===== src/hw/rtl/smf_pkg.sv =====
// shared types and codes for the sliding window median filter
// no dependencies; every other file of the block imports this package
package smf_pkg;

   localparam int SAMPLE_W = 16;
   localparam int FILL_W   = 4;

   typedef logic signed [SAMPLE_W-1:0] sample_type;
   typedef logic [FILL_W-1:0]          fill_type;

   // item command codes
   typedef enum logic {
      OP_ADD   = 1'b0,
      OP_CLEAR = 1'b1
   } smf_op_type;

   typedef enum logic [1:0] {
      ST_IDLE,
      ST_SCAN,
      ST_FINISH
   } smf_state_type;

   // controller to datapath
   typedef struct packed {
      logic accept_add;
      logic accept_clear;
      logic scan;
      logic load_out;
   } smf_cmd_type;

   // datapath to controller
   typedef struct packed {
      logic scan_last;
   } smf_stat_type;

endpackage


===== src/hw/rtl/smf_req_if.sv =====
// input channel of the median filter: command and sample
// depends on smf_pkg
interface smf_req_if
   import smf_pkg::*;
();
   logic       valid;
   logic       ready;
   logic       cmd;
   sample_type sample;

   modport source (output valid, output cmd, output sample, input ready);
   modport sink (input valid, input cmd, input sample, output ready);
endinterface


===== src/hw/rtl/smf_rsp_if.sv =====
// result channel of the median filter: median and fill count
// depends on smf_pkg
interface smf_rsp_if
   import smf_pkg::*;
();
   logic       valid;
   logic       ready;
   sample_type median;
   fill_type   fill_count;

   modport source (output valid, output median, output fill_count, input ready);
   modport sink (input valid, input median, input fill_count, output ready);
endinterface


===== src/hw/rtl/smf_ctrl.sv =====
// control state machine of the median filter: handshakes and scan sequencing
// depends on smf_pkg; drives smf_datapath through smf_cmd_type
module smf_ctrl
   import smf_pkg::*;
(
   input  logic         clock,
   input  logic         reset,
   input  logic         req_valid,
   input  logic         req_cmd,
   output logic         req_ready,
   output logic         rsp_valid,
   input  logic         rsp_ready,
   input  smf_stat_type stat,
   output smf_cmd_type  cmd
);

   smf_state_type state_ff, state_in;
   logic          out_valid_ff, out_valid_in;
   logic          out_free;
   logic          is_clear;

   assign out_free = !out_valid_ff || rsp_ready;
   assign is_clear = (req_cmd == OP_CLEAR);

   always_comb begin
      state_in = state_ff;
      unique case (state_ff)
         ST_IDLE: begin
            if (req_valid) begin
               state_in = is_clear ? ST_FINISH : ST_SCAN;
            end
         end
         ST_SCAN: begin
            if (stat.scan_last) begin
               state_in = ST_FINISH;
            end
         end
         ST_FINISH: begin
            if (out_free) begin
               state_in = ST_IDLE;
            end
         end
         default: state_in = ST_IDLE;
      endcase
   end

   always_comb begin
      req_ready        = 1'b0;
      cmd.accept_add   = 1'b0;
      cmd.accept_clear = 1'b0;
      cmd.scan         = 1'b0;
      cmd.load_out     = 1'b0;
      unique case (state_ff)
         ST_IDLE: begin
            req_ready        = 1'b1;
            cmd.accept_add   = req_valid && !is_clear;
            cmd.accept_clear = req_valid && is_clear;
         end
         ST_SCAN: begin
            cmd.scan = 1'b1;
         end
         ST_FINISH: begin
            cmd.load_out = out_free;
         end
         default: begin
            req_ready = 1'b0;
         end
      endcase
   end

   always_comb begin
      if (cmd.load_out) begin
         out_valid_in = 1'b1;
      end else if (rsp_ready) begin
         out_valid_in = 1'b0;
      end else begin
         out_valid_in = out_valid_ff;
      end
   end

   always_ff @(posedge clock) begin
      if (reset) begin
         state_ff     <= ST_IDLE;
         out_valid_ff <= 1'b0;
      end else begin
         state_ff     <= state_in;
         out_valid_ff <= out_valid_in;
      end
   end

   assign rsp_valid = out_valid_ff;

   a_clear_to_finish: assert property (@(posedge clock) disable iff (reset)
      cmd.accept_clear |=> state_ff == ST_FINISH)
      else $error("clear item did not go straight to finish");

   a_scan_end: assert property (@(posedge clock) disable iff (reset)
      (state_ff == ST_SCAN && stat.scan_last) |=> state_ff == ST_FINISH)
      else $error("scan did not end on its last candidate");

   a_load_shows: assert property (@(posedge clock) disable iff (reset)
      cmd.load_out |=> rsp_valid)
      else $error("loaded result not presented");

endmodule


===== src/hw/rtl/smf_datapath.sv =====
// window store, rank counting and median arithmetic of the median filter
// depends on smf_pkg; sequenced by smf_ctrl through smf_cmd_type
module smf_datapath
   import smf_pkg::*;
#(
   parameter int WINDOW = 8
) (
   input  logic         clock,
   input  logic         reset,
   input  smf_cmd_type  cmd,
   input  sample_type   req_sample,
   output smf_stat_type stat,
   output sample_type   rsp_median,
   output fill_type     rsp_fill_count
);

   localparam int SW = (WINDOW > 1) ? $clog2(WINDOW) : 1;
   localparam int FW = $clog2(WINDOW + 1);

   // entries at or above the fill count are never read, so they need no clearing
   sample_type  store_ff [WINDOW];
   logic [SW-1:0] slot_ff, slot_in;
   logic [FW-1:0] filled_ff, filled_in;
   logic [SW-1:0] cand_ff, cand_in;
   sample_type  lo_ff, hi_ff;
   sample_type  med_ff;
   fill_type    fill_out_ff;

   sample_type    cand_val;
   logic [WINDOW-1:0] lt_vec, le_vec;
   logic [FW-1:0] lt_cnt, le_cnt;
   logic [FW-1:0] k_lo, k_hi;
   logic          hit_lo, hit_hi;
   logic signed [SAMPLE_W:0] pair_sum;
   logic signed [SAMPLE_W:0] pair_half;
   sample_type    med_val;
   logic [FW+FILL_W-1:0] filled_ext;

   always_comb begin
      slot_in   = slot_ff;
      filled_in = filled_ff;
      if (cmd.accept_clear) begin
         slot_in   = '0;
         filled_in = '0;
      end else if (cmd.accept_add) begin
         slot_in = (slot_ff == SW'(WINDOW - 1)) ? '0 : slot_ff + SW'(1);
         if (filled_ff != FW'(WINDOW)) begin
            filled_in = filled_ff + FW'(1);
         end
      end
   end

   always_ff @(posedge clock) begin
      if (reset) begin
         slot_ff   <= '0;
         filled_ff <= '0;
      end else begin
         slot_ff   <= slot_in;
         filled_ff <= filled_in;
      end
   end

   always_ff @(posedge clock) begin
      if (cmd.accept_add) begin
         store_ff[slot_ff] <= req_sample;
      end
   end

   // rank of the candidate among the filled entries
   assign cand_val = store_ff[cand_ff];

   always_comb begin
      for (int j = 0; j < WINDOW; j++) begin
         lt_vec[j] = (FW'(j) < filled_ff) && (store_ff[j] <  cand_val);
         le_vec[j] = (FW'(j) < filled_ff) && (store_ff[j] <= cand_val);
      end
   end

   assign lt_cnt = FW'($countones(lt_vec));
   assign le_cnt = FW'($countones(le_vec));
   assign k_lo   = (filled_ff - FW'(1)) >> 1;
   assign k_hi   = filled_ff >> 1;
   assign hit_lo = (lt_cnt <= k_lo) && (k_lo < le_cnt);
   assign hit_hi = (lt_cnt <= k_hi) && (k_hi < le_cnt);

   assign stat.scan_last = (FW'(cand_ff) == filled_ff - FW'(1));

   always_comb begin
      cand_in = cand_ff;
      if (cmd.accept_add) begin
         cand_in = '0;
      end else if (cmd.scan && !stat.scan_last) begin
         cand_in = cand_ff + SW'(1);
      end
   end

   always_ff @(posedge clock) begin
      if (reset) begin
         cand_ff <= '0;
      end else begin
         cand_ff <= cand_in;
      end
   end

   always_ff @(posedge clock) begin
      if (cmd.scan && hit_lo) begin
         lo_ff <= cand_val;
      end
      if (cmd.scan && hit_hi) begin
         hi_ff <= cand_val;
      end
   end

   // even count: (lo + hi + 1) / 2 truncated toward zero
   assign pair_sum  = (SAMPLE_W+1)'(lo_ff) + (SAMPLE_W+1)'(hi_ff) + (SAMPLE_W+1)'(1);
   assign pair_half = pair_sum[SAMPLE_W] ? ((pair_sum + (SAMPLE_W+1)'(1)) >>> 1)
                                         : (pair_sum >>> 1);

   always_comb begin
      if (filled_ff == '0) begin
         med_val = '0;
      end else if (filled_ff[0]) begin
         med_val = hi_ff;
      end else begin
         med_val = pair_half[SAMPLE_W-1:0];
      end
   end

   assign filled_ext = {{FILL_W{1'b0}}, filled_ff};

   always_ff @(posedge clock) begin
      if (cmd.load_out) begin
         med_ff      <= med_val;
         fill_out_ff <= filled_ext[FILL_W-1:0];
      end
   end

   assign rsp_median     = med_ff;
   assign rsp_fill_count = fill_out_ff;

   a_fill_bound: assert property (@(posedge clock) disable iff (reset)
      filled_ff <= FW'(WINDOW))
      else $error("fill count beyond window");

   a_cand_in_range: assert property (@(posedge clock) disable iff (reset)
      cmd.scan |-> FW'(cand_ff) < filled_ff)
      else $error("candidate outside filled entries");

   a_clear_empties: assert property (@(posedge clock) disable iff (reset)
      cmd.accept_clear |=> (filled_ff == '0 && slot_ff == '0))
      else $error("clear left the window non-empty");

endmodule


===== src/hw/rtl/sliding_window_median_filter.sv =====
// sliding window median filter, top level: controller plus datapath
// depends on smf_pkg, smf_req_if, smf_rsp_if, smf_ctrl and smf_datapath
// an add item scans each of its n candidates in turn, n = fill count after the add
// (at most WINDOW), then loads its result into the output register; a clear loads with no scan
// the next item is taken the cycle after the result loads, so a result that waits on
// the output holds off the next item; synchronous reset empties the window
module sliding_window_median_filter
   import smf_pkg::*;
#(
   parameter int WINDOW = 8
) (
   input  logic     clock,
   input  logic     reset,
   smf_req_if.sink  req,
   smf_rsp_if.source rsp
);

   // command and status bundles between the two halves
   smf_cmd_type  cmd;
   smf_stat_type stat;

   // controller: accepts an item only when idle, then scans the window
   // candidates one per cycle and parks the result in the output register
   // as soon as that register is free or being drained
   smf_ctrl u_ctrl (
      .clock     (clock),
      .reset     (reset),
      .req_valid (req.valid),
      .req_cmd   (req.cmd),
      .req_ready (req.ready),
      .rsp_valid (rsp.valid),
      .rsp_ready (rsp.ready),
      .stat      (stat),
      .cmd       (cmd)
   );

   // datapath: ring store of the last WINDOW samples, fill count,
   // rank counter per candidate and the rounding of the two middle values
   smf_datapath #(
      .WINDOW (WINDOW)
   ) u_datapath (
      .clock          (clock),
      .reset          (reset),
      .cmd            (cmd),
      .req_sample     (req.sample),
      .stat           (stat),
      .rsp_median     (rsp.median),
      .rsp_fill_count (rsp.fill_count)
   );

endmodule

===== src/flat_wrapper.sv =====
// flat-port wrapper written by rule: the top's interface ports become plain ports
module sliding_window_median_filter_flat import smf_pkg::*;
#(
   parameter int WINDOW = 8
)
  (clock, reset, req_valid, req_cmd, req_sample, req_ready, rsp_valid, rsp_median, rsp_fill_count, rsp_ready);
  smf_req_if req_i ();
  smf_rsp_if rsp_i ();
  input  logic clock;
  input  logic reset;
  input wire logic [$bits(req_i.valid)-1:0] req_valid;
  input wire logic [$bits(req_i.cmd)-1:0] req_cmd;
  input wire logic [$bits(req_i.sample)-1:0] req_sample;
  output wire logic [$bits(req_i.ready)-1:0] req_ready;
  output wire logic [$bits(rsp_i.valid)-1:0] rsp_valid;
  output wire logic [$bits(rsp_i.median)-1:0] rsp_median;
  output wire logic [$bits(rsp_i.fill_count)-1:0] rsp_fill_count;
  input wire logic [$bits(rsp_i.ready)-1:0] rsp_ready;
  assign req_i.valid = req_valid;
  assign req_i.cmd = req_cmd;
  assign req_i.sample = req_sample;
  assign req_ready = req_i.ready;
  assign rsp_valid = rsp_i.valid;
  assign rsp_median = rsp_i.median;
  assign rsp_fill_count = rsp_i.fill_count;
  assign rsp_i.ready = rsp_ready;
  sliding_window_median_filter #(.WINDOW(WINDOW)) u_core (.clock(clock), .reset(reset), .req(req_i), .rsp(rsp_i));
endmodule

===== config.mk =====
export PLATFORM = sky130hd
export DESIGN_NAME = sliding_window_median_filter_flat
export DESIGN_NICKNAME = d
export VERILOG_FILES = /design/src/hw/rtl/smf_pkg.sv /design/src/hw/rtl/smf_req_if.sv /design/src/hw/rtl/smf_rsp_if.sv /design/src/hw/rtl/smf_ctrl.sv /design/src/hw/rtl/smf_datapath.sv /design/src/hw/rtl/sliding_window_median_filter.sv /design/src/flat_wrapper.sv
export SDC_FILE = /design/constraint.sdc
export NUM_CORES = 1
export LEC_CHECK = 0
export BUFFER_PORTS_ARGS = -buffer_cell sky130_fd_sc_hd__buf_2
export CAP_MARGIN = 25
export CORE_UTILIZATION = 57
export DETAILED_ROUTE_END_ITERATION = 7
export GPL_TIMING_DRIVEN = 0
export PLACE_DENSITY = 0.77
export RECOVER_POWER = 50
export SLEW_MARGIN = 10
export SYNTH_ARGS = -nofsm -noshare
export SYNTH_HDL_FRONTEND = slang
export SYNTH_HIERARCHICAL = 1
export SYNTH_SLANG_ARGS = --single-unit

===== constraint.sdc =====
create_clock -name clock -period 8.1 [get_ports clock]
set_clock_uncertainty 0.1 [all_clocks]
set_input_delay 0.81 -clock clock [delete_from_list [all_inputs] [get_ports clock]]
set_output_delay 0.81 -clock clock [all_outputs]
set_load 0.1 [all_outputs]

After elaboration in Yosys (flattened, before gate mapping)
Memory sizes are Yosys's and may differ from the RTL's. A register that Yosys moved wholly into a read port is not among the register bits.
Index checks and enable logic that the tools add are counted.

storage, ports and cells
  memories = 1
  output and inout port bits = 22
  bits in writable memories = 128
  bits of input ports = 21
  word-level logic and storage cells = 119
  bits in registers = 65

cells by class
  magnitude comparators = 28
  add/subtract/negate cells = 21
  multiplexer cells = 18
  eq/ne operators = 8
  reductions and logical operators = 34

memory list
  name                        depth  width  read ports  clocked after memory_dff  wr ports  RTL line            RTL
  u_core.u_datapath.store_ff  8      16     9           1                         1         smf_datapath.sv:21  sample_type store_ff [WINDOW];

operator list
  operator                                                                     count
  16-bit less-or-equal comparator                                              8
  16-bit less-than comparator                                                  8
  17-bit by 2-bit adder with 17-bit output, second input constant              2
  16-bit two-way mux                                                           2
  1-bit logical AND                                                            23
  16-bit by 16-bit adder with 17-bit output                                    1
  1-bit by 1-bit adder with 2-bit output                                       8
  3-bit by 4-bit less-than comparator with 1-bit output, first input constant  4
  2-bit by 2-bit adder with 3-bit output                                       4
  2-bit two-way mux                                                            5
  3-bit two-way mux                                                            3
  3-bit by 3-bit adder with 4-bit output                                       2
  4-bit by 3-bit less-or-equal comparator with 1-bit output                    2
  1-bit by 4-bit less-than comparator with 1-bit output, first input constant  2
  2-bit by 4-bit less-than comparator with 1-bit output, first input constant  2
  3-bit by 4-bit less-than comparator with 1-bit output                        2
  1-bit two-way mux                                                            7
  3-bit by 1-bit adder with 3-bit output, second input constant                2
  2-bit != test, second input constant                                         3
  2-bit one-hot mux with 3 select lines                                        1
  4-bit by 1-bit adder with 4-bit output, second input constant                1
  3-bit by 4-bit == test with 1-bit output                                     1
  4-bit zero test                                                              1
  4-bit != test, second input constant                                         1
  11 further kinds                                                             14

Logic depth before layout (Yosys ltp)
Gate-level depths: netlist of run 1.
An unclocked memory read counts as a cell.

  depth in word-level cells = 9
  gate-level depth with buffers = 29
  gate-level depth less buffers = 27

Hierarchy
The synthesis of run 1 kept the hierarchy.

by module, submodules not included
  module        area each (µm²)  cells an instance  times used  seq. area each (µm²)
  smf_datapath  11908.9          955                1           5665.4
  smf_ctrl      178.9            19                 1           60.1

Worst setup path before layout of run 1
No wires, ideal clock.

  kind = reg2reg
  start = register (tool-made name)
  end = register u_core.u_datapath.hi_ff[0] (enable)
  path buffers = 2
  data required time = 7586 ps
  clock period less this slack = 8216 ps
  stages on the path, launching flop included = 26
  setup slack = -116 ps
  arrival time = 7702 ps
  setup time = 414 ps
  path through = dfxtp_1 clkbuf_1 buf_2 mux4_2 o21ai_0 ha_1 nor2b_1 o21a_1 o21a_1 o21ai_0 nand2b_1 a21oi_1 o221ai_1 and2_1 a21o_1 fa_1 fa_1 fa_1 inv_1 ha_1 inv_1 fa_1 ha_1 a21o_1 maj3_1 a211oi_1

RTL lines
  element               RTL line             RTL
  to (signal assigned)  smf_datapath.sv:110  hi_ff <= cand_val;
  to (decl)             smf_datapath.sv:25   sample_type lo_ff, hi_ff;

==> metrics.csv, run 1 <==
metric,value,unit
clock_latency,440,ps
syn-num-nets,1169,
rows,52,
syn_area,0.0121,mm²
ir_drop,0.146,mV
finalPower,0.00232,W
wl_per_cell,20.4,µm
setup_viol,0,
rsz0062_at_grt,false,
cts_max_path_buffers,2,
crit_slowest_cell,clkbuf_1,
syn_avg_cell_area,12.4,µm²
initial_core_util,0.590,
max_stage_delay,660,ps
numCtsBuffers,17,
antenna_found_initial,0,
grt_overflow,0,
synthCells,974,
path_clk_slew,70,ps
seq_area_frac_synth,0.474,
firstDrtPassIters,5,
cp_common_cell,fa_1,
arrival,7910,ps
grt_pass1_vias,8449,
status,completed,
fp.dieW,148,µm
drive_above_1_share,0.114,
worst_pin_slew,1170,ps
cts_root_buf,clkbuf_16,
portBuffers,42,
synth_flop_cell,edfxtp_1,
reg2regPathDepth,24,
holdPathEnd,u_core/u_ctrl/rsp_valid,
cp_top_family,adder cells,
cts_tree,done,
hp-class,flop to flop,
period_share,0.972,
grt_max_degree,21,
power_density,172,mW/mm²
routabilityCongestion,0.910,
grt_usage,0.260,
p_leak,5.18,nW
drc,0,
avgViaCountPerCell,6.20,
endpoint_kind,flop,
tns,0,ps
required,8140,ps
drv_slew,0,
maxSlewHeadroom,0.223,
hp-start,u_core/u_ctrl/rsp_valid,
dieArea,0.0218,mm²
ant_nets,0,
coreArea,0.0205,mm²
num_vias,8251,
path_buf_inv,4,
fin_hold_ws,414,ps
reg2reg_slack,230,ps
crit_type,flop to flop,
cts_sinks,196,
start_kind,flop,
syn_to_final_growth,11.5,%
synthArstFlopShare,0,
n_fill_cell,1500,
clock.fmax,127,MHz
synth.ff_latch_count,196,
cap_violations,0,
drt_iter0_markers,674,
ios,43,
nets,1243,
cts.htree.levels,4,
synth_edf_count,180,
die_height,148,µm
hold_viol,0,
routed_wl,27100,µm
hold_buffers,0,
path_cells,clkbuf_1 > mux4_2 > mux2i_4 > ha_1 > a21o_1 > a21o_1 > a21oi_1 > nor2_1 > a211oi_1 > o21ai_0 > a31oi_1 > o21ai_0 > fa_1 > fa_1 > fa_1 > inv_1 > ha_1 > inv_1 > fa_1 > ha_1 > a21o_1 > maj3_1 > a211oi_4 > buf_12,
synth_cell_types,66,
n_antenna_cell,0,
fin_crit,7870,ps
critical_path.max_fanout,16,
ys.warnings.count,6,
grt_pass1_wl,43000,µm
min_path_cells,2,
dp_hpwl,20800,µm
worstReg2RegEnd,u_core/u_datapath/hi_ff[11],
-- final cells by class --
| class | count | area, µm² | share of cell area |
|---|---|---|---|
| multi-input cells | 698 | 6160 | 0.458 |
| flip-flops and latches | 196 | 5730 | 0.425 |
| clock buffers | 17 | 425 | 0.0316 |
| well taps | 270 | 338 | 0.0251 |
| repair buffers | 57 | 329 | 0.0244 |
| inverters | 61 | 229 | 0.0170 |
| clock inverters | 15 | 184 | 0.0137 |
| plain buffers | 17 | 77.6 | 0.00576 |
-- kinds of logic (layout without fill, tap and decap cells) --
kind of cell / count (synthesis) / in the layout / synth area share
AND/OR/NAND/NOR: 245 / 245 / 0.107
flip-flops: 196 / 196 / 0.474
AO/OA/AOI/OAI: 187 / 187 / 0.103
adder cells (fa/ha/maj): 175 / 175 / 0.187
buffers and inverters: 80 / 167 / 0.0256
multiplexers: 55 / 55 / 0.0787
XOR/XNOR: 36 / 36 / 0.0261
-- layout by cell type (no fill, tap or decap), types with 21 or more instances in the layout --
cell type  count
ha_1         165
inv_1         60
nand2b_1      21
a21oi_1       56
nor2_1        45
clkbuf_1      49
mux4_2        32
nand2_1       55
edfxtp_1     180
o21ai_0       36
nand4_1       26
a21o_1        25
-- worst register-to-register path: stages, from the launching register on --
cell      delay [ps]
dfxtp_1          510
clkbuf_1         660
mux4_2           440
mux2i_4          390
ha_1             340
a21o_1           180
a21o_1           170
a21oi_1          210
nor2_1            90
a211oi_1         290
o21ai_0          120
a31oi_1          170
o21ai_0          150
fa_1             570
fa_1             530
fa_1             540
inv_1             40
ha_1             200
inv_1             70
fa_1             450
ha_1             310
a21o_1           170
maj3_1           400
a211oi_4         270
buf_12           190
-- flip-flops by register name (all words and copies together) (netlist names), named ones only --
signal and count:
u_core/u_datapath/rsp_median 16, u_core/u_ctrl/state_ff 2, u_core/u_datapath/cand_ff 3, u_core/u_datapath/store_ff 128, u_core/u_datapath/slot_ff 3, u_core/u_ctrl/rsp_valid 1
u_core/u_datapath/lo_ff 16, u_core/u_datapath/filled_ff 4, u_core/u_datapath/hi_ff 16, u_core/u_datapath/rsp_fill_count 4
-- worst max-delay path by stage --
stage | slack (ps) | end | cells past startpoint
finish | 230 | u_core/u_datapath/hi_ff[11] | 24
detailed placement | -640 | u_core/u_datapath/hi_ff[10] | 25
CTS | 10 | u_core/u_datapath/hi_ff[11] | 23
global placement | -1850 | u_core/u_datapath/lo_ff[10] | 26
floorplan | 0.6 | u_core/u_datapath/lo_ff[0] | 26
global route | 60 | u_core/u_datapath/lo_ff[13] | 26
-- cells in the mapped netlist (all sizes together), types with 2 or more instances --
library cell    n  area share
a211o           3      0.0022
a211oi         11      0.0081
a21boi          4      0.0025
a21o           25       0.016
a21oi          59       0.025
a221oi          3      0.0022
a311oi          2      0.0014
a31oi           9      0.0057
and2            5      0.0026
and3            6      0.0031
and4            2      0.0014
buf             7      0.0029
clkbuf         12      0.0037
dfxtp          16       0.026
edfxtp        180        0.45
fa              9       0.015
ha            165        0.17
inv            61       0.019
mux2i          23       0.019
mux4           32       0.060
nand2          55       0.017
nand2b         21       0.011
nand3          14      0.0058
nand3b          2      0.0012
nand4          26       0.013
nand4bb         2      0.0019
nor2           48       0.015
nor2b          19      0.0098
nor3           21      0.0091
nor3b           3      0.0019
nor4            7      0.0049
o2111ai         2      0.0014
o211ai          5      0.0031
o21a           13      0.0081
o21ai          38       0.016
o221ai          3      0.0022
o22ai           2      0.0010
or2             4      0.0021
or3             3      0.0016
or4b            2      0.0017
xnor2          19       0.014
xor2           17       0.012
-- repair_timing --
item	CTS	global route
cloned	0	0
pin swaps	2	0
setup buffers	2	0
endpoints found under the setup margin	32	32
resized for setup	6	14
-- power by group --
group,internal [W],switching [W]
Combinational,0.000120,0.000201
Clock,0.000471,0.000402
Sequential,0.00112,0.0000103
Total,0.00171,0.000613
-- layer usage --
layer / up-vias / GRT usage / wire length [µm] / part of all wire
met5: - / 0 / 0 / 0
met4: 0 / 0.125 / 833 / 0.031
met3: 70 / 0.0358 / 1570 / 0.058
met2: 302 / 0.440 / 13300 / 0.49
met1: 3999 / 0.330 / 11400 / 0.42
li1: 3880 / - / - / -
-- per-stage QoR --
| stage | cell area [µm²] | util | setup slack [ps] | std cells |
|---|---|---|---|---|
| 2_1_floorplan | 12100 | - | 0.593 | 974 |
| 3_3_place_gp | 12600 | 0.617 | -1850 | 1286 |
| 3_5_place_dp | 12800 | 0.625 | -642 | 1296 |
| 4_1_cts | 13500 | 0.658 | 11.5 | 1330 |
| 5_1_grt | 13500 | 0.657 | 57.2 | 1331 |
| 6_report | 13500 | 0.657 | 230 | 1331 |
No activity file was read; power rests on OpenSTA's default activity.
==> run 2: changes to the inputs <==
- CORE_UTILIZATION: 57 -> 60
- PLACE_DENSITY: 0.77 -> 0.78
- clock period: 8.1 -> 7.9 ns (I/O delays scaled with it)
==> run 2 against run 1 <==
Effect of this change:
- worst setup slack better by 110 ps
- sequential share of layout area down 0.12 points
- critical path type unchanged
- fmax up 4.1%
- register-to-register slack better by 110 ps
- routed wire length up 0.58%
==> metrics.csv, run 2 (same netlist as run 1, synthesis figures left out) <==
metric,value,unit,change
status,completed,,
power_frac_clock,0.373,,-0.003
drc,0,,unchanged
arrival,7600,ps,-310 ps
setup_viol,0,,unchanged
firstDrtPassIters,5,,unchanged
initial_core_util,0.617,,+0.0272
grt_pass1_wl,43000,µm,about the same
path_cells,buf_4 > mux4_2 > mux2i_4 > ha_1 > or4b_2 > a211oi_1 > o21ai_0 > a31oi_1 > o21ai_0 > fa_1 > fa_1 > fa_1 > inv_1 > ha_1 > inv_1 > fa_1 > ha_1 > a21o_1 > maj3_1 > a211oi_4 > buf_12,,
nets,1245,,+0.16%
cts_sinks,196,,unchanged
worst_pin_slew,1160,ps,-10.2 ps
cts_tree,done,,
hp-class,flop to flop,,
met1_length,11500,µm,+0.77%
grt_max_degree,21,,unchanged
p_sw,0.000602,W,-1.9%
grt_overflow,0,,unchanged
avgViaCountPerCell,6.22,,+0.35%
final_common_cell,edfxtp_1,,
routabilityCongestion,0.912,,+0.26%
syn_to_final_growth,11.8,%,
finish.instance_area,0.0135,mm²,+0.30%
grt_pass1_vias,8358,,-1.1%
hp-start,u_core/u_datapath/filled_ff[2],,
seqPwrFrac,0.487,,about the same
reg2reg_slack,340,ps,+110 ps
n_antenna_cell,0,,unchanged
fin_crit,7560,ps,-310 ps
required,7940,ps,-200 ps
holdPathEnd,u_core/u_datapath/rsp_fill_count[2],,
rows,51,,-1.9%
dp_hpwl,20700,µm,-0.16%
start_kind,flop,,
worstReg2RegEnd,u_core/u_datapath/hi_ff[13],,
clock_latency,440,ps,about the same
endpoint_kind,flop,,
die_height,144,µm,-2.5%
crit_type,flop to flop,,
grt_usage,0.280,,+0.0203
maxSlewHeadroom,0.229,,+0.00675
num_vias,8261,,+0.12%
highest_layer,met4,,
portBuffers,42,,unchanged
crit_cells,21,,-13%
cts_max_path_buffers,2,,unchanged
cp_top_family,adder cells,,
stdcell_count,1328,,-0.23%
routed_wl,27200,µm,+0.58%
p_int,0.00178,W,+3.8%
reg2regPathDepth,21,,-13%
wl_met2,13500,µm,+1.9%
path_buf_inv,4,,unchanged
cts.htree.levels,4,,unchanged
dieArea,0.0207,mm²,-4.9%
critical_path.max_fanout,16,,unchanged
fp.dieW,144,µm,-2.5%
max_stage_delay,610,ps,-50 ps
wl_met3,1430,µm,-8.8%
rsz0062_at_grt,false,,
period_share,0.957,,-0.0147
most-common-layout-cells,"edfxtp_1, ha_1, inv_1, a21oi_1, nand2_1",,
wl_per_cell,20.5,µm,+0.80%
place_area,0.0128,mm²,-0.20%
dp_cells,1289,,-0.54%
path_clk_slew,70,ps,about the same
clock.fmax,132,MHz,+4.1%
p_leak,5.21,nW,+0.46%
min_path_cells,0,,-2
ios,43,,unchanged
power_density,176,mW/mm²,+2.0%
drt_iter0_markers,598,,-11%
ant_nets,0,,unchanged
p_comb_frac,0.140,,+0.002
cts_root_buf,clkbuf_16,,
fin_util,0.690,,+0.0324
hold_viol,0,,unchanged
ir_drop,0.161,mV,+10%
drv_slew,0,,unchanged
antenna_found_initial,0,,unchanged
crit_slowest_cell,or4b_2,,
cp_common_cell,fa_1,,
numCtsBuffers,17,,unchanged
drive_above_1_share,0.121,,+0.00731
coreArea,0.0196,mm²,-4.4%
largest_reg_flops,128,,unchanged
hold_buffers,0,,unchanged
regMostFlops,u_core/u_datapath/store_ff,,
swShare,0.253,,-0.0109
cap_violations,0,,unchanged
-- run 2: changes by cell type in the layout (fill, tap and decap cells not counted), sizes merged --
cell and change:
buf +3, bufinv +1, clkinv +2, inv -5, clkinvlp +1
-- run 2: what timing repair did --
item                       4_1_cts  5_1_grt
pin swaps                        2        0
hold endpoints to repair         0        0
resized for setup               12       20
setup endpoints to repair       32       32
buffers inserted                 3        3
-- run 2: cell type report --
class                   instances  area [µm²]
multi-input cells             698        6200
fillers                      1365        6080
flip-flops and latches        196        5730
clock buffers                  18         429
repair buffers                 59         343
well taps                     265         332
inverters                      61         229
clock inverters                14         175
plain buffers                  17        81.3
-- run 2: worst reg2reg max path, delay by kind of cell (launching register included) --
kind | cells | cell delay [ps]
and+or+nand+nor | 1 | 610
AOI/OAI and AO/OA | 6 | 1200
DFF | 1 | 530
buffers and inverters | 4 | 640
muxes | 2 | 950
adders and majority gates | 8 | 3240
-- run 2: how the worst max path moves through the flow --
stage | start | to | slack [ps]
after floorplan | flop | u_core/u_datapath/hi_ff[0] | 210
after global placement | flop | u_core/u_datapath/hi_ff[10] | -1300
after detailed placement | flop | u_core/u_datapath/hi_ff[10] | -850
after CTS | flop | u_core/u_datapath/hi_ff[13] | 7
after global routing | flop | u_core/u_datapath/lo_ff[14] | 4
final | flop | u_core/u_datapath/hi_ff[13] | 340
-- run 2: power by group through the flow --
stage          combinational (W)  clock, W  sequential, W
4_1_cts                 0.000323  0.000902        0.00116
3_5_place_dp            0.000315         0        0.00118
2_1_floorplan           0.000203         0        0.00120
6_report                0.000332  0.000887        0.00116
5_1_grt                 0.000367  0.000935        0.00116
3_3_place_gp            0.000299         0        0.00118
-- run 2: through the flow --
stage | hold slack [ps] | setup slack [ps] | power, W | setup TNS (ps)
after floorplan | 335 | 215 | 0.00140 | 0
after CTS | 416 | 6.95 | 0.00238 | 0
final | 405 | 340 | 0.00238 | 0
after global routing | 426 | 3.73 | 0.00246 | 0
after detailed placement | 400 | -847 | 0.00150 | -26890
after global placement | 396 | -1300 | 0.00148 | -40130
-- run 2: metal layers --
metal  global-route usage  up-vias
met2                0.473      293
met3               0.0407       56
li1                     -     3886
met4                0.128        0
met1                0.356     4026
met5                    0        -
==> run 3: changes to the inputs <==
- CELL_PAD_IN_SITES_DETAIL_PLACEMENT: unset -> 1
- CELL_PAD_IN_SITES_GLOBAL_PLACEMENT: unset -> 1
- CORE_UTILIZATION: 60 -> 52
- PLACE_DENSITY: 0.78 -> unset
- PLACE_DENSITY_LB_ADDON: unset -> 0.1
==> run 3 against run 2 <==
Effect of this change:
- non-clock buffer count grew 6
- fmax decreased by 2.5%
- cell count up 2.0%
- via count grew 0.48%
- register-to-register slack worse by 190 ps
- global-route usage decreased by 0.87 points
- clock power up 2%
- routed wire length increased by 14%
- power rose by 1.4%
==> metrics.csv, run 3 (same netlist as run 1, synthesis figures left out) <==
metric,value,unit,change
p_sw,0.000655,W,+8.8%
crit_slowest_cell,dfxtp_2,,
ir_drop,0.137,mV,-15%
max_stage_delay,630,ps,+20 ps
seqPwrFrac,0.480,,-0.007
hp-class,flop to flop,,
ios,43,,unchanged
firstDrtPassIters,5,,unchanged
period_share,0.981,,+0.0242
power_density,177,mW/mm²,+0.55%
drc,0,,unchanged
n_antenna_cell,0,,unchanged
coreArea,0.0227,mm²,+16%
fin_crit,7750,ps,+191 ps
avgViaCountPerCell,6.13,,-1.4%
numCtsBuffers,17,,unchanged
grt_pass1_wl,48500,µm,+13%
critical_path.max_fanout,16,,unchanged
cts_sinks,196,,unchanged
cts_tree,done,,
hold_viol,0,,unchanged
fp.dieW,154,µm,+7.3%
maxSlewHeadroom,0.218,,-0.0113
p_int,0.00175,W,-1.2%
grt_pass1_vias,8829,,+5.6%
p_comb_frac,0.145,,+0.005
final_common_cell,edfxtp_1,,
nets,1251,,+0.48%
grt_max_degree,21,,unchanged
drt_iter0_markers,454,,-24%
endpoint_kind,flop,,
arrival,7800,ps,+200 ps
die_height,154,µm,+7.3%
worst_pin_slew,1180,ps,+17.1 ps
start_kind,flop,,
dp_hpwl,23700,µm,+14%
cp_top_family,adder cells,,
swShare,0.272,,+0.0186
p_leak,5.24,nW,+0.75%
clock.fmax,129,MHz,-2.5%
reg2reg_slack,150,ps,-190 ps
routabilityCongestion,0.888,,-2.6%
regMostFlops,u_core/u_datapath/store_ff,,
power_frac_clock,0.374,,about the same
rows,55,,+7.8%
cts.htree.levels,4,,unchanged
fin_util,0.600,,-0.0899
drv_slew,0,,unchanged
antenna_found_initial,0,,unchanged
cap_violations,0,,unchanged
num_vias,8301,,+0.48%
grt_usage,0.271,,-0.00867
clock_latency,450,ps,about the same
ant_nets,0,,unchanged
drive_above_1_share,0.137,,+0.0152
path_clk_slew,80,ps,about the same
portBuffers,42,,unchanged
cts_root_buf,clkbuf_16,,
required,7950,ps,about the same
tns,0,ps,unchanged
status,completed,,
cp_common_cell,fa_1,,
crit_type,flop to flop,,
wl_per_cell,23.0,µm,+12%
routed_wl,31100,µm,+14%
grt_overflow,0,,unchanged
most-common-layout-cells,"edfxtp_1, ha_1, inv_1, a21oi_1, nand2_1",,
syn_to_final_growth,12.7,%,
largest_reg_flops,128,,unchanged
path_buf_inv,4,,unchanged
initial_core_util,0.532,,-0.0848
dieArea,0.0239,mm²,+15%
setup_viol,0,,unchanged
cts_max_path_buffers,2,,unchanged
[run 3: changes by cell type in the layout (fill, tap and decap cells not counted), moves of 3 or more]
cell,delta
buf_4,+4
nor2_1,-3
clkbuf_1,-3
nor2_2,+3
[run 3: area by class of cell]
| class | count | area (µm²) |
|---|---|---|
| Clock buffer | 17 | 425 |
| Clock inverter | 15 | 176 |
| Fill cell | 2303 | 9090 |
| Inverter | 61 | 229 |
| Timing Repair Buffer | 65 | 400 |
| Tap cell | 285 | 357 |
| Sequential cell | 196 | 5730 |
| Buffer | 17 | 91.3 |
| Multi-Input combinational cell | 698 | 6210 |
[run 3: timing repair]
action	4_1_cts	5_1_grt
endpoints found under the setup margin	32	32
hold buffers	0	0
pin swaps	2	0
resized for setup	24	12
setup buffers	3	9
[run 3: power groups by stage]
stage	Combinational [W]	Clock, W	Sequential, W
final	0.000350	0.000902	0.00116
after global routing	0.000381	0.000943	0.00116
after CTS	0.000339	0.000916	0.00116
after detailed placement	0.000325	0	0.00118
after global placement	0.000308	0	0.00118
after floorplan	0.000203	0	0.00120
[run 3: worst reg2reg max path: cells and delay by family, from the launching register on]
family                     cells  cell delay, ps
adders and majority gates      7            2920
AOI/OAI and AO/OA             10            2150
buffers and inverters          4             840
DFF                            1             630
and+or+nand+nor                3             460
muxes                          1             350
[run 3: final timing paths]
path	from	to	cells after the start
max	flop	u_core/u_datapath/lo_ff[7]	25
min	u_core/u_ctrl/rsp_valid	u_core/u_ctrl/rsp_valid	2
max reg2reg	flop	u_core/u_datapath/lo_ff[7]	25
min reg2reg	u_core/u_ctrl/rsp_valid	u_core/u_ctrl/rsp_valid	2
[run 3: through the flow]
step / setup slack (ps) / total power [W] / hold WS, ps / instances / instance area (µm²)
2_1_floorplan: 215 / 0.00140 / 335 / 974 / 12100
3_3_place_gp: -1590 / 0.00149 / 395 / 1301 / 12700
3_5_place_dp: -1170 / 0.00151 / 409 / 1309 / 12800
4_1_cts: 9.54 / 0.00241 / 419 / 1342 / 13600
5_1_grt: -4.90 / 0.00248 / 452 / 1354 / 13600
6_report: 149 / 0.00241 / 417 / 1354 / 13600
[run 3: layer usage]
metal / track usage / vias to the layer above / part of all wire
met3: 0.0328 / 50 / 0.032
met5: 0 / - / 0
met4: 0.104 / 0 / 0.027
met2: 0.487 / 187 / 0.51
met1: 0.334 / 4167 / 0.43
li1: - / 3897 / -
